## src/sv/assert_macros.svh

```systemverilog
// Assertion helper macros used by triangle_face_normal
`ifndef ASSERT_MACROS_SVH
`define ASSERT_MACROS_SVH

// Implication checked at every clock edge outside reset
`define ASSERT_IMPL(label, clk, rst_n, ante, cons) \
  label: assert property (@(posedge clk) disable iff (!rst_n) (ante) |-> (cons)) \
    else $error("assertion failed");

// Implication whose consequent is checked in the cycle after the antecedent
`define ASSERT_NEXT(label, clk, rst_n, ante, cons) \
  label: assert property (@(posedge clk) disable iff (!rst_n) (ante) |=> (cons)) \
    else $error("assertion failed");

`endif

```

## src/sv/tfn_pkg.sv

```systemverilog
// ----------------------------------------------------------------------------
// tfn_pkg: shared types and constants for the triangle face normal pipeline
// Holds widths, the Q1.14 unit constant and the normalization window.
// ----------------------------------------------------------------------------
package tfn_pkg;

  localparam int CoordW = 24;
  localparam int EdgeW  = 25;
  localparam int CrossW = 51;
  localparam int MagW   = 50;
  localparam int PW     = 30;
  localparam int SW     = 62;
  localparam int LW     = 31;
  localparam int NormW  = 16;
  localparam int QW     = 15;

  localparam logic [QW-1:0] NormOne = 15'd16384;

  typedef logic signed [CoordW-1:0] coord_t;
  typedef logic signed [EdgeW-1:0]  edge_t;
  typedef logic signed [CrossW-1:0] cross_t;
  typedef logic [MagW-1:0]          mag_t;
  typedef logic [PW-1:0]            pmag_t;
  typedef logic [SW-1:0]            sq_t;
  typedef logic [LW-1:0]            len_t;
  typedef logic signed [NormW-1:0]  norm_t;

endpackage

```

## src/sv/tfn_sqrt_step.sv

```systemverilog
// ----------------------------------------------------------------------------
// tfn_sqrt_step: one registered stage of the digit-by-digit integer sqrt
// Resolves two result bits per stage using the restoring algorithm.
// ----------------------------------------------------------------------------
module tfn_sqrt_step #(
  parameter int Stage = 0
) (
  input  logic                  clk,
  input  logic                  en,
  input  logic [tfn_pkg::SW:0]  rem_i,
  input  logic [tfn_pkg::LW:0]  root_i,
  output logic [tfn_pkg::SW:0]  rem_o,
  output logic [tfn_pkg::LW:0]  root_o
);

  localparam int Bit0 = tfn_pkg::SW - 2 * (2 * Stage);
  localparam int Bit1 = Bit0 - 2;

  logic [tfn_pkg::SW:0] rem_a, rem_b, t0, t1;
  logic [tfn_pkg::LW:0] root_a, root_b;
  logic [tfn_pkg::SW:0] rem_nxt;
  logic [tfn_pkg::LW:0] root_nxt;

  // Two restoring iterations; root holds the result bits found so far in place,
  // so trying result bit k costs (root << (k+1)) + 4^k
  always_comb begin
    t0 = ({{(tfn_pkg::SW-tfn_pkg::LW){1'b0}}, root_i} << (Bit0 / 2 + 1))
       + ((tfn_pkg::SW+1)'(1) << Bit0);
    if (rem_i >= t0) begin
      rem_a  = rem_i - t0;
      root_a = root_i | ((tfn_pkg::LW+1)'(1) << (Bit0 / 2));
    end else begin
      rem_a  = rem_i;
      root_a = root_i;
    end
    t1 = ({{(tfn_pkg::SW-tfn_pkg::LW){1'b0}}, root_a} << (Bit1 / 2 + 1))
       + ((tfn_pkg::SW+1)'(1) << Bit1);
    if (rem_a >= t1) begin
      rem_b  = rem_a - t1;
      root_b = root_a | ((tfn_pkg::LW+1)'(1) << (Bit1 / 2));
    end else begin
      rem_b  = rem_a;
      root_b = root_a;
    end
    rem_nxt  = rem_b;
    root_nxt = root_b;
  end

  // Advance when the pipe moves
  always_ff @(posedge clk) begin
    if (en) begin
      rem_o  <= rem_nxt;
      root_o <= root_nxt;
    end
  end

endmodule

```

## config.mk

```make
export PLATFORM = sky130hd
export DESIGN_NAME = tfn_sqrt_step
export DESIGN_NICKNAME = d
export VERILOG_FILES = /design/src/sv/assert_macros.svh /design/src/sv/tfn_pkg.sv /design/src/sv/tfn_sqrt_step.sv
export SDC_FILE = /design/constraint.sdc
export NUM_CORES = 1
export LEC_CHECK = 0
export BUFFER_PORTS_ARGS = -buffer_cell sky130_fd_sc_hd__buf_4
export CORE_MARGIN = 4
export CORE_UTILIZATION = 55
export CTS_BUF_LIST = sky130_fd_sc_hd__clkbuf_4 sky130_fd_sc_hd__clkbuf_8
export DETAILED_ROUTE_END_ITERATION = 7
export PLACE_DENSITY = 0.83
export SLEW_MARGIN = 20
export SYNTH_ARGS = -nofsm -noshare
export SYNTH_HDL_FRONTEND = slang
export SYNTH_SLANG_ARGS = --single-unit
```

## constraint.sdc

```tcl
create_clock -name clk -period 13.9 [get_ports clk]
set_input_delay 1.39 -clock clk [delete_from_list [all_inputs] [get_ports clk]]
set_output_delay 1.39 -clock clk [all_outputs]
set_load 0.05 [all_outputs]
```

==> key figures, run 1 <==
Outcome
  • Status: finished, final reports clean

CTS
  • Clock Sinks: 95
  • CTS root buffer: clkbuf_8
  • Max clock buf depth: 2
  • Post-CTS Repair Setup Buffers: 0
  • Cts repair resizes: 0
  • Post-CTS Hold Buffers: 0
  • Worst-path clk slew: 110 ps
  • CTS tree: built
  • H-tree levels: 3
  • CTS buffer count: 9

Layout
  • Nets: 1084
  • Share of cells above drive strength 1: 26.03%
  • Util after Layout: 71.02%
  • Syn-to-layout area delta: 25.06%
  • Post-layout instance area: 9071 um^2
  • ANT cells: 0

STA
  • Slew Viols, Final: 0
  • Upper clock frequency limit: 147.4 MHz
  • # setup viols final: 0
  • Final Hold Viols: 0
  • Fin crit period: 6783 ps
  • Period utilization: around half
  • Unrepaired setup endpoints after global routing: no
  • Sum Neg Setup Slack: 0 ps
  • Worst-Margin Slew: 724.4 ps
  • Worst slew margin: about half

Floorplan
  • Chip Height: 122.8 um
  • Row cnt: between 40 and 50
  • Initial core utilization: 56.78%
  • CORE AREA: roughly 13000 um^2
  • DIE AREA: 15090 um^2
  • Top Ports: 192
  • Die extent in x: 122.8 um

Min path
  • Hold depth: 1
  • Worst Hold Path EP: rem_o[17]
  • Hold path start: rem_i[17]
  • Min-Delay Path Class: in -> reg

Logic synthesis
  • EDFF count, synth: 95
  • Synthesized cell area: between 7000 and 8000 um^2
  • Register area share after synthesis: around two fifths
  • #FFs+latches synth: 95
  • Syn. warnings: 0
  • Synth cell count leaders: edfxtp_1, ha_1, nand2_1
  • Ys async rst share: 0%
  • Top cell type's share of synthesized area: 39.33%
  • Largest area contributor in the netlist: edfxtp_1
  • Top-count cell post-synth: edfxtp_1
  • Syn Nets: roughly 900
  • Synth area leaders: edfxtp_1, ha_1, a21o_1
  • Syn_area_per_cell: approximately 9.8 um^2
  • Post-synth top flop: edfxtp_1
  • Mapped Cells: 738
  • Post-synth cell types: 69

Global routing
  • GRT Util Overall: 24.60%
  • Initial antenna violation count: 0
  • First-pass GRT wire length: 29080 um
  • Largest net degree at the start of global routing: 57
  • Vias in the first global route: 5947
  • Gr ovfl total: 0

Power and ir drop
  • Power per cell area: about 130 nW/um^2
  • Tot Pwr: 1211 uW
  • Max IR drop VDD: 0.05334 mV
  • Seq pwr share: 32.0%
  • Lkg Pwr: ~0.0041 uW
  • Logic gate share of total power: 52.1%
  • Clock group share of total power: 15.9%
  • Switching share of power: between 40% and 50%
  • Sw Pwr: 536.1 uW
  • Internal power: 675.3 uW

Place
  • IO buf count: 191
  • DP HPWL: around 15000 um
  • Placer Congestion: 0.9076
  • Cell area after placement: between 8000 and 9000 um^2

Detailed routing
  • Antenna-violating nets left: 0
  • Total number of vias: 6441
  • Detailed Routing Iterations Pass 1: 5
  • Remaining DRCs: 0
  • Wire length per cell: 17.46 um
  • Drt via density: between 5 and 6
  • Drt initial violations: 657
  • Final wirelength: 19170 um

Worst setup path
  • Crit. End Element: flop
  • Setup crit start kind: input pin
  • Critical path class: in -> reg
  • WP data arrival: slightly below 7000 ps
  • Largest fanout on the critical path: 20
  • Crit path required time: 14050 ps

Run
  • Max Cap Viol: 0
## cells by family (layout without fill, tap and decap cells)
kind of cell	after synthesis	count (layout)	share of synthesized area [%]
adders and majority gates	66	66	11.59
DFF	95	95	39.33
AOI/OAI and AO/OA	235	235	21.91
buffers and inverters	67	255	3.605
xor gates and xnor gates	51	51	6.158
and+or+nand+nor	191	191	12.33
muxes	33	33	5.072
## worst max-delay path: stages
cell	delay, ps
buf_4	110
inv_1	70
ha_1	190
inv_1	60
fa_1	420
a211oi_1	290
o21bai_1	170
a31o_1	330
a31oi_2	340
o311ai_1	200
a221oi_2	310
xor2_1	100
o21ai_0	310
ha_1	380
a21o_1	210
a21o_1	170
a21oi_1	150
and2_0	170
nor4b_1	610
a21oi_4	310
buf_4	300
mux2_1	320
## flip-flops by register name (all words and copies together) (netlist names)
name / cells
rem_o: 63
root_o: 32
## metrics by stage
stage               cells  hold WS (ps)  worst slack, ps
floorplan             738          1489             7762
global placement     1081          1577             6554
detailed placement   1081          1579             6353
CTS                  1097          1148             6762
global route         1098          1145             6832
finish               1098          1163             7117
## how the worst max path moves through the flow
stage | from | slack (ps) | to | depth (start not counted)
3_3_place_gp | root_i[1] | 6550 | rem_o[41] | 20
2_1_floorplan | root_i[24] | 7760 | rem_o[59] | 22
3_5_place_dp | root_i[1] | 6350 | rem_o[44] | 20
6_report | rem_i[32] | 7120 | rem_o[39] | 22
5_1_grt | rem_i[32] | 6830 | rem_o[47] | 23
4_1_cts | root_i[1] | 6760 | rem_o[39] | 20
## final cells by class
type / count / area [um^2]
tap: 172 / 215.2
clock inverter: 7 / 83.83
timing repair buffer: 194 / 1469
inverter: 45 / 168.9
clock buffer: 9 / 123.9
sequential: 95 / 2853
multi-input combinational: 576 / 4158
fill: 963 / 3702
## power by group through the flow
stage / logic [uW] / clock network, uW / registers, uW
2_1_floorplan: 302 / 0 / 542
3_3_place_gp: 615 / 0 / 393
3_5_place_dp: 621 / 0 / 394
4_1_cts: 625 / 195 / 388
5_1_grt: 675 / 208 / 391
6_report: 632 / 192 / 388
## placed cells by master, fill, tap and decap left out, types with 29 or more instances in the layout
cell      instances
o21ai_0          49
a21oi_1          58
ha_1             64
xnor2_1          29
buf_4           193
edfxtp_1         95
nand2_1          62
nor2_1           53
a21o_1           44
inv_1            45
## layer usage
layer / vias to the layer above / global-route usage [%] / part of all wire [%]
met2: 246 / 40.66 / 47
met5: - / 0 / 0
met4: 0 / 9.097 / 2.3
met1: 3028 / 32.38 / 43
li1: 3131 / - / -
met3: 36 / 4.332 / 7.7
No activity file was read; power rests on OpenSTA's default activity.
==> inputs of run 2 (changes only) <==
==> constraint.sdc (replaced) <==
create_clock -name clk -period 6.7 [get_ports clk]
set_input_delay 0.67 -clock clk [delete_from_list [all_inputs] [get_ports clk]]
set_output_delay 0.67 -clock clk [all_outputs]
set_load 0.05 [all_outputs]
==> key figures, run 2 (synthesis results as in run 1) <==
Layout
  • Most common cell after layout, fill and taps aside: buf_4
  • Commonest cells after routing, fill and taps aside: buf_4, edfxtp_1, ha_1, nand2_1, a21oi_1
  • ANT cells: 0
  • Max reg flops: 63
  • Syn-to-layout area delta: 25.56%
  • Largest registers: rem_o: 63 flops, root_o: 32 flops
  • Nets: approximately 1.1k
  • Share of cells above drive strength 1: 26.34%
  • Largest Register: rem_o

Worst setup path
  • Critical path cell sequence: buf_4 -> inv_1 -> ha_1 -> inv_1 -> fa_1 -> a211oi_1 -> o21bai_1 -> a31o_1 -> a31oi_2 -> o311ai_1 -> a221oi_2 -> xor2_1 -> o21ai_0 -> ha_1 -> a21o_1 -> a21o_1 -> a21oi_1 -> and2_0 -> nor4b_1 -> a21oi_4 -> buf_4 -> mux2_1
  • CP max stage delay: 570 ps
  • Crit path required time: 6850 ps
  • Critical path class: in -> reg
  • Crit. End Element: flop
  • WP data arrival: 6050 ps
  • Largest fanout on the critical path: 18
  • Setup crit start kind: input pin
  • Slowest-stage cell, CP: nor4b_1

Place
  • IO buf count: 191
  • DP Worst Slack: 473.0 ps
  • Placer Congestion: 0.9278
  • DP HPWL: between 15000 and 20000 um

Floorplan
  • CORE AREA: 12770 um^2
  • DIE AREA: 15090 um^2
  • Top Ports: 192
  • Initial core utilization: 56.78%
  • Chip Height: 122.8 um
  • Row cnt: 41
  • Die extent in x: 122.8 um

Global routing
  • Vias in the first global route: just over 6k
  • Initial antenna violation count: 0
  • GRT Util Overall: 25.85%
  • Largest net degree at the start of global routing: 60
  • First-pass GRT wire length: 30620 um
  • Gr ovfl total: 0

CTS
  • CTS buffer count: 9
  • Post-CTS Hold Buffers: 0
  • CTS root buffer: clkbuf_8
  • H-tree levels: 3
  • Clock Sinks: 95
  • Max clock buf depth: 2
  • CTS tree: built
  • Post-CTS Repair Setup Buffers: 0
  • Cts repair resizes: 0
  • Worst-path clk slew: between 100 and 150 ps

Power and ir drop
  • Lkg Pwr: 0.004121 uW
  • Power per cell area: 280.0 nW/um^2
  • Max IR drop VDD: between 0.1 and 0.15 mV

STA
  • Final Worst Setup Slack: 796.3 ps
  • Sum Neg Setup Slack: 0 ps
  • Slew Viols, Final: 0
  • Worst-Margin Slew: 698.8 ps
  • Unrepaired setup endpoints after global routing: no
  • Worst slew margin: 53.41%
  • Final Hold Viols: 0
  • Fin crit period: 5904 ps
  • # setup viols final: 0
  • Period utilization: 88.12%
  • Upper clock frequency limit: 169.4 MHz

Run
  • Max Cap Viol: 0

Detailed routing
  • Wire length per cell: 18.29 um
  • Detailed Routing Iterations Pass 1: 6
  • Final wirelength: a little over 20000 um
  • Drt initial violations: 693
  • Total number of vias: 6622
  • Remaining DRCs: 0
  • Antenna-violating nets left: 0
  • Drt via density: 6.009

Min path
  • Min-Delay Path Class: in -> reg

Outcome
  • Status: finished, final reports clean
-- run 2: cell types whose count changed in the layout (fill, tap and decap cells not counted), sizes merged --
cell / delta
buf: +4
bufinv: +1
inv: -1
-- run 2: metal layers --
| metal | routed length, um | share of wire, % | track usage (%) | up-vias |
|---|---|---|---|---|
| li1 | - | - | - | 3139 |
| met1 | 8418 | 42 | 34.17 | 3152 |
| met2 | 9957 | 49 | 44.48 | 309 |
| met3 | 1531 | 7.6 | 4.654 | 22 |
| met4 | 252 | 1.3 | 5.388 | 0 |
| met5 | 0 | 0 | 0 | - |
-- run 2: path summary, 6_finish.rpt --
| path | from | slack [ps] | cells past startpoint | end |
|---|---|---|---|---|
| worst min-delay path | root_i[13] | 450 | 1 | root_o[13] |
| worst max-delay path | rem_i[32] | 800 | 22 | rem_o[47] |
-- run 2: power by group --
| group | internal (uW) | total [uW] | switching (uW) | leakage, uW |
|---|---|---|---|---|
| Combinational | 480 | 1320 | 844 | 0.00308 |
| Sequential | 774 | 803 | 29.0 | 0.000930 |
| Clock | 186 | 424 | 238 | 0.000113 |
| Total | 1440 | 2550 | 1110 | 0.00412 |
-- run 2: area by class of cell --
type / instances / area (um^2)
multi-input combinational: 576 / 4158
timing repair buffer: 198 / 1486
sequential: 95 / 2853
tap: 172 / 215.2
clock buffer: 9 / 123.9
inverter: 45 / 168.9
fill: 992 / 3666
clock inverter: 7 / 102.6
-- run 2: critical path, delay by kind of cell --
kind            cells  cell delay (ps)
fa+ha+maj           3              980
mux                 1              330
compound gates     11             2720
buf+inv             4              510
xor+xnor            1              100
simple gates        2              720
-- run 2: metrics by stage --
step	std cells	instance area, um^2	power [uW]	hold slack, ps	util [%]
2_1_floorplan	738	7253	1753	768.9	-
3_3_place_gp	1086	8881	2099	857.3	69.53
3_5_place_dp	1086	8881	2117	858.4	69.53
4_1_cts	1102	9107	2539	443.6	71.30
5_1_grt	1102	9107	2678	437.4	71.30
6_report	1102	9107	2550	451.4	71.30
