==> src/sv/assert_macros.svh <==
// Assertion helper macros used by triangle_face_normal
`ifndef ASSERT_MACROS_SVH
`define ASSERT_MACROS_SVH

// Implication checked at every clock edge outside reset
`define ASSERT_IMPL(label, clk, rst_n, ante, cons) \
  label: assert property (@(posedge clk) disable iff (!rst_n) (ante) |-> (cons)) \
    else $error("assertion failed");

// Implication whose consequent is checked in the cycle after the antecedent
`define ASSERT_NEXT(label, clk, rst_n, ante, cons) \
  label: assert property (@(posedge clk) disable iff (!rst_n) (ante) |=> (cons)) \
    else $error("assertion failed");

`endif

==> src/sv/tfn_pkg.sv <==
// ----------------------------------------------------------------------------
// tfn_pkg: shared types and constants for the triangle face normal pipeline
// Holds widths, the Q1.14 unit constant and the normalization window.
// ----------------------------------------------------------------------------
package tfn_pkg;

  localparam int CoordW = 24;
  localparam int EdgeW  = 25;
  localparam int CrossW = 51;
  localparam int MagW   = 50;
  localparam int PW     = 30;
  localparam int SW     = 62;
  localparam int LW     = 31;
  localparam int NormW  = 16;
  localparam int QW     = 15;

  localparam logic [QW-1:0] NormOne = 15'd16384;

  typedef logic signed [CoordW-1:0] coord_t;
  typedef logic signed [EdgeW-1:0]  edge_t;
  typedef logic signed [CrossW-1:0] cross_t;
  typedef logic [MagW-1:0]          mag_t;
  typedef logic [PW-1:0]            pmag_t;
  typedef logic [SW-1:0]            sq_t;
  typedef logic [LW-1:0]            len_t;
  typedef logic signed [NormW-1:0]  norm_t;

endpackage

==> src/sv/tfn_div_step.sv <==
// ----------------------------------------------------------------------------
// tfn_div_step: one registered stage of three parallel restoring dividers
// Produces one quotient bit per lane per stage.
// ----------------------------------------------------------------------------
module tfn_div_step (
  input  logic                       clk,
  input  logic                       en,
  input  logic [tfn_pkg::LW:0]       den_i,
  input  logic [2:0][tfn_pkg::LW:0]  rem_i,
  input  logic [2:0][tfn_pkg::QW-1:0] quo_i,
  input  logic [2:0]                 nbit_i,
  output logic [2:0][tfn_pkg::LW:0]  rem_o,
  output logic [2:0][tfn_pkg::QW-1:0] quo_o
);

  logic [2:0][tfn_pkg::LW+1:0]  trial;
  logic [2:0][tfn_pkg::LW:0]    rem_nxt;
  logic [2:0][tfn_pkg::QW-1:0]  quo_nxt;

  // Shift in next numerator bit and try subtracting
  always_comb begin
    for (int i = 0; i < 3; i++) begin
      trial[i] = {rem_i[i], nbit_i[i]};
      if (trial[i] >= {1'b0, den_i}) begin
        rem_nxt[i] = (tfn_pkg::LW+1)'(trial[i] - {1'b0, den_i});
        quo_nxt[i] = {quo_i[i][tfn_pkg::QW-2:0], 1'b1};
      end else begin
        rem_nxt[i] = trial[i][tfn_pkg::LW:0];
        quo_nxt[i] = {quo_i[i][tfn_pkg::QW-2:0], 1'b0};
      end
    end
  end

  always_ff @(posedge clk) begin
    if (en) begin
      rem_o <= rem_nxt;
      quo_o <= quo_nxt;
    end
  end

endmodule

==> config.mk <==
export PLATFORM = sky130hd
export DESIGN_NAME = tfn_div_step
export DESIGN_NICKNAME = d
export VERILOG_FILES = /design/src/sv/assert_macros.svh /design/src/sv/tfn_pkg.sv /design/src/sv/tfn_div_step.sv
export SDC_FILE = /design/constraint.sdc
export NUM_CORES = 1
export LEC_CHECK = 0
export BUFFER_PORTS_ARGS = -buffer_cell sky130_fd_sc_hd__buf_2
export CAP_MARGIN = 20
export CELL_PAD_IN_SITES_DETAIL_PLACEMENT = 1
export CELL_PAD_IN_SITES_GLOBAL_PLACEMENT = 1
export CORE_MARGIN = 10
export CORE_UTILIZATION = 36
export CTS_BUF_LIST = sky130_fd_sc_hd__clkbuf_4
export DETAILED_ROUTE_END_ITERATION = 10
export PLACE_DENSITY = 0.8
export SYNTH_ARGS = -nofsm -noshare
export SYNTH_HDL_FRONTEND = slang
export SYNTH_SLANG_ARGS = --single-unit
==> constraint.sdc <==
create_clock -name clk -period 3.2 [get_ports clk]
set_input_delay 0.48 -clock clk [delete_from_list [all_inputs] [get_ports clk]]
set_output_delay 0.48 -clock clk [all_outputs]
set_load 0.01 [all_outputs]
==> metrics.yaml, run 1 <==
power:
  p_leak_nw: 6.45
  p_clk_share_pct: 20.8
  p_per_area_nw_per_um2: 436
  switchingPower_mw: 2.30
  peakVddDrop_uv: 198
  internal_power_mw: 3.85
  power_frac_comb_pct: 39.5
  seqPwrFrac_pct: 39.6
  switching_share_pct: 37.4
clocking:
  cts_setup_buffers: 0
  cts.path.max_buffers: 2
  cts.sinks: 141
  path_clk_slew_ns: 0.16
  cts_root_buffer: "clkbuf_4"
  cts_tree: "done"
  cts_buffers: 17
  htree_levels: 4
drt:
  via_count: 10558
  drtIter0Drc: 624
  drt_drc_violations_left: 0
  first_pass_iters: 5
  wl_mm: 42.6
  viasPerCell: 5.33
  postRouteAntennaNets: 0
  wl_per_cell_um: 21.5
hold_path:
  holdPathStages: 1
  min_path_type: "in2reg"
  hp-start: "quo_i[11]"
sta:
  final.min_clock_period_ns: 2.80
  fmax_mhz: 357
  period_share_pct: 87.4
  setup_slack_ns: 0.402
  relSlewSlack_pct: 64.0
  tightestPinTransition_ns: 0.526
  timing.final.max_slew_violations: 0
  setup-tns-final_ns: 0
  finalSetupViolations: 0
  hold_violations: 0
  rsz0062_at_grt: "no"
global_route:
  grt_pass1_wl_mm: 63.6
  grt_pass1_vias: 11313
  grt_overflow: 0
  antenna_found_initial: 7
  grt_use_total_pct: 22.5
  grt_max_degree: 72
synth:
  avgSynthCellArea_um2: 9.53
  ys_ff_latch: 141
  synthCells: 1109
  synth_most_common_cell: "edfxtp_1"
  yosysWarnings: 0
  ys_types: 74
  yosys-top-cells-area: "edfxtp_1 40%, ha_1 11%, a21oi_1 5.0%"
  synth.cell_area_um2: 10600
  synth_edf_count: 141
  syn-num-nets: 1386
  ys.flop_type: "edfxtp_1"
  synth_top_area_share_pct: 40.1
  seq_area_frac_synth_pct: 40.1
  yosys.area.top_type: "edfxtp_1"
  ys_top_cells_by_count: "141 x edfxtp_1, 127 x nand2_1, 105 x a21oi_1"
  async_flop_share_pct: 0
placement:
  port_buffers: 315
  gp_congestion: 0.909
  dpl_cell_area_um2: 13700
  dp.final_hpwl_mm: 35.7
  dp_slack_ns: -0.209
  placed_cells: 1935
worst_setup_path:
  worstSetupStartpoint: "den_i[0]"
  crit_slowest_cell: "fa_1"
  crit_chain: "buf_2 -> ha_1 -> fa_1 -> nand2b_1 -> a21oi_1 -> o211ai_1 -> a21oi_1 -> a31oi_1 -> o311ai_1 -> buf_4 -> a31oi_1 -> xnor2_1 -> mux2_1"
  startpoint_type: "input port"
  worst-setup-path-type: "in2reg"
  cp_top_family: "compound AO/OA/AOI/OAI gates"
  path_depth: 13
  crit_fanout: 4
  cp.arrival_ns: 3.17
  critical_path.max_stage_delay_ns: 0.41
  crit_buf_inv: 2
  worstPathRequired_ns: 3.57
  worstSetupEndpointType: "register"
floorplan:
  ios: 319
  core_um2: 28900
  die_h_um: 191
  die_w_um: 191
  dieArea_um2: 36600
  initial_core_util_pct: 36.6
  num_rows: 62
final_layout:
  area_growth_pct: 33.6
  drive_gt1_share_pct: 34.3
  stdcell_count: 1981
  fin_area_um2: 14100
  fill_cells: 3445
  nets: 1854
status:
  outcome: "finished clean"
flow_run:
  max_cap_viol_count: 0
[area by class of cell]
type / count / area [um2] / area share [%]
Clock inverter: 14 / 146 / 1.04
Antenna cell: 7 / 17.5 / 0.124
Timing Repair Buffer: 494 / 2990 / 21.2
Sequential cell: 141 / 4230 / 30.0
Inverter: 61 / 229 / 1.62
Multi-Input combinational cell: 862 / 5880 / 41.6
Tap cell: 384 / 480 / 3.40
Clock buffer: 18 / 135 / 0.957
[placed cells by master, fill, tap and decap left out, types with 4 or more instances in the layout]
cell	netlist	layout
dlygate4sd3_1	0	7
o21ai_0	93	93
buf_4	2	168
o31ai_1	5	5
inv_6	0	6
and3_1	13	13
a31oi_1	19	19
nor3_1	14	14
buf_12	0	4
nand2_1	127	127
inv_1	60	60
ha_1	96	96
nor2b_1	11	11
diode_2	0	7
xnor2_1	49	49
edfxtp_1	141	141
a211oi_1	7	7
nor2_1	66	66
a21oi_1	105	105
o21bai_1	16	16
o21a_1	14	14
nand3_1	25	25
nand2b_1	10	10
clkbuf_4	0	18
xor2_1	32	32
nand4_1	20	20
buf_2	12	314
o21ai_1	9	9
and2_1	5	5
mux2_1	5	5
mux2_2	9	9
a21o_1	35	35
o211ai_1	12	12
[final timing paths]
path | to | slack (ns)
worst max-delay path | rem_o[26] | 0.40
worst min-delay path | quo_o[12] | 0.04
[state kept, by name (all words and copies together) (netlist names)]
name / count
quo_o: 45
rem_o: 96
[cells by family after synthesis]
logic type,count (synthesis),synth area share (%)
compound gates,364,22.2
xor+xnor,81,6.72
fa+ha+maj,99,11.9
buf+inv,106,4.35
flops,141,40.1
mux,15,1.59
simple gates,303,13.1
[metrics by stage]
stage / total power, mW / hold WS [ns] / util (%)
after global placement: 4.81 / 0.657 / 47.6
after floorplan: 3.77 / 0.579 / -
after CTS: 6.18 / 0.000567 / 48.8
after detailed placement: 4.89 / 0.659 / 47.6
final: 6.15 / 0.0398 / 48.9
after global routing: 6.50 / 0.00132 / 48.9
[layer usage]
metal	up-vias	share of wire, %	wire, um	track usage (%)
li1	5060	-	-	-
met1	5141	41	17400	26.1
met2	315	50	21400	40.3
met3	42	7.0	3000	5.74
met4	0	1.6	681	5.65
met5	-	0	0	0
[what timing repair did]
action / 4_1_cts / 5_1_grt
endpoints found under the hold margin: 5 / 2
endpoints found under the setup margin: 0 / 0
gates resized for setup: 0 / 0
hold buffers: 5 / 2
[power groups by stage]
stage / Clock (mW) / Sequential (mW) / Combinational, mW
2_1_floorplan: 0 / 2.61 / 1.16
3_3_place_gp: 0 / 2.47 / 2.34
3_5_place_dp: 0 / 2.48 / 2.41
4_1_cts: 1.30 / 2.44 / 2.44
5_1_grt: 1.37 / 2.46 / 2.67
6_report: 1.28 / 2.44 / 2.43
(Power assumes the default switching activity.)
==> run 2, diff against run 1 <==
Settings changed: CORE_ASPECT_RATIO from default to 1.1.
==> run 2 against run 1 <==
- via count is essentially flat
- routed wire length shrank 0.37%
- maximum frequency shrank 2.6%
- worst setup slack lost 0.075 ns
- flip-flop and latch count is the same
- design area grew 0.12%
- non-clock buffer count grew 9
- combinational power is essentially flat
- first-iteration DRC count grew 9.0%
- largest cell class unchanged
- highest routed layer is now met5
==> metrics.yaml, run 2 (same netlist as run 1, synthesis figures left out) <==
floorplan:
  ios: 319  # unchanged
  initial_core_util_pct: 36.7  # +0.086 points
  dieArea_um2: 36600  # about the same
  core_um2: 28800  # -0.23%
  die_h_um: 200  # +4.4%
  die_w_um: 183  # -4.2%
  num_rows: 65  # +4.8%
worst_setup_path:
  critical_path.max_stage_delay_ns: 0.40  # about the same
  worst-setup-path-type: "in2reg"
  worstSetupEndpointType: "register"
  cp.arrival_ns: 3.25  # +0.08 ns
  worstPathRequired_ns: 3.58  # about the same
  crit_slowest_cell: "fa_1"
  crit_buf_inv: 2  # unchanged
  cp_top_family: "compound AO/OA/AOI/OAI gates"
  crit_fanout: 3  # -1
  startpoint_type: "input port"
  crit_chain: "buf_2 -> ha_1 -> fa_1 -> nand2b_1 -> a21oi_1 -> o211ai_1 -> a21oi_1 -> a31oi_1 -> o311ai_1 -> buf_4 -> a31oi_1 -> xnor2_1 -> mux2_1"
final_layout:
  mostFrequentLayoutCells: "314 x buf_2, 180 x buf_4, 141 x edfxtp_1, 127 x nand2_1, 105 x a21oi_1"
  stdcell_count: 1971  # -0.50%
  fill_cells: 3494  # +1.4%
  nets: 1863  # +0.49%
  largest_reg_flops: 96  # unchanged
  final_common_cell: "buf_2"
  fin_area_um2: 14100  # +0.12%
  drive_gt1_share_pct: 34.9  # +0.58 points
  regMostFlops: "rem_o"
  postLayoutCoreUtil_pct: 49.1  # +0.17 points
  area_growth_pct: 33.8
  top_regs: "rem_o: 96 flops, quo_o: 45 flops"
sta:
  final.min_clock_period_ns: 2.87  # +0.0752 ns
  hold_violations: 0  # unchanged
  fmax_mhz: 348  # -2.6%
  period_share_pct: 89.8  # +2.4 points
  rsz0062_at_grt: "no"
  relSlewSlack_pct: 61.1  # -2.9 points
  finalSetupViolations: 0  # unchanged
  holdWs_ns: 0.0355  # -0.00430 ns
  timing.final.max_slew_violations: 0  # unchanged
  tightestPinTransition_ns: 0.569  # +0.0429 ns
drt:
  wl_per_cell_um: 21.5  # +0.13%
  drtIter0Drc: 680  # +9.0%
  postRouteAntennaNets: 0  # unchanged
  first_pass_iters: 5  # unchanged
  wl_mm: 42.4  # -0.37%
  drt_drc_violations_left: 0  # unchanged
  viasPerCell: 5.36  # +0.55%
  via_count: 10563  # +0.047%
flow_run:
  max_cap_viol_count: 0  # unchanged
clocking:
  htree_levels: 4  # unchanged
  cts.path.max_buffers: 2  # unchanged
  path_clk_slew_ns: 0.16  # about the same
  cts_root_buffer: "clkbuf_4"
  cts_buffers: 17  # unchanged
  cts_setup_buffers: 0  # unchanged
  cts.sinks: 141  # unchanged
  cts_tree: "done"
  cts-resized-gates: 0  # unchanged
power:
  switchingPower_mw: 2.30  # +0.34%
  seqPwrFrac_pct: 40.1  # +0.5 points
  p_per_area_nw_per_um2: 429  # -1.5%
  p_leak_nw: 6.48  # +0.44%
  p_clk_share_pct: 19.6  # -1.2 points
  internal_power_mw: 3.76  # -2.4%
  p_total_mw: 6.07  # -1.3%
  peakVddDrop_uv: 183  # -7.5%
  power_frac_comb_pct: 40.3  # +0.8 points
  switching_share_pct: 38.0  # +0.64 points
placement:
  placed_cells: 1932  # -0.16%
  dp.final_hpwl_mm: 35.3  # -1.0%
  gp_congestion: 0.867  # -4.6%
  port_buffers: 315  # unchanged
  dpl_cell_area_um2: 13800  # +0.66%
hold_path:
  min_path_type: "in2reg"
global_route:
  grt_use_total_pct: 22.4  # -0.095 points
  grt_pass1_wl_mm: 63.4  # -0.40%
  antenna_found_initial: 5  # -2
  grt_overflow: 0  # unchanged
  grt_max_degree: 55  # -24%
  grt_pass1_vias: 11564  # +2.2%
status:
  outcome: "finished clean"
-- run 2: cell count changes in the layout (fill, tap and decap cells not counted) --
cell / previous run / this run
clkinvlp_4: 2 / 4
dlygate4sd3_1: 7 / 3
bufinv_16: 1 / 0
inv_6: 6 / 4
inv_8: 2 / 3
clkbuf_4: 18 / 17
diode_2: 7 / 5
buf_12: 4 / 5
buf_4: 168 / 180
-- run 2: routing by layer --
metal	GRT usage, %	up-vias	wire length, um
li1	-	5065	-
met1	25.2	5118	17200
met2	41.1	320	21700
met3	4.40	58	2240
met4	8.02	2	1170
met5	0	-	17
-- run 2: power by group through the flow --
stage               Combinational, mW  Sequential, mW  Clock (mW)
floorplan                        1.16            2.61           0
global placement                 2.35            2.47           0
detailed placement               2.43            2.48           0
CTS                              2.44            2.44        1.22
global route                     2.67            2.46        1.29
finish                           2.44            2.43        1.19
-- run 2: metrics by stage --
| step | setup slack (ns) | TNS, ns |
|---|---|---|
| 2_1_floorplan | 0.102 | 0 |
| 4_1_cts | 0.388 | 0 |
| 6_report | 0.327 | 0 |
| 5_1_grt | 0.243 | 0 |
| 3_5_place_dp | -0.258 | -9.13 |
| 3_3_place_gp | -0.160 | -2.72 |
-- run 2: timing repair --
action | 4_1_cts | 5_1_grt
hold endpoints to repair | 0 | 3
hold buffers | 0 | 3
setup endpoints to repair | 0 | 0
-- run 2: layout make-up --
type,instances,area [um2],area share (%)
antenna,5,12.5,0.0885
tap,368,460,3.26
sequential,141,4230,30.0
timing repair buffer,503,3060,21.7
multi-input combinational,862,5880,41.6
inverter,61,229,1.62
clock inverter,14,125,0.885
clock buffer,17,128,0.903
-- run 2: final timing paths --
check                start   endpoint  cells past startpoint
setup / recovery  den_i[0]  rem_o[26]                     13
hold / removal    quo_i[6]   quo_o[7]                      1
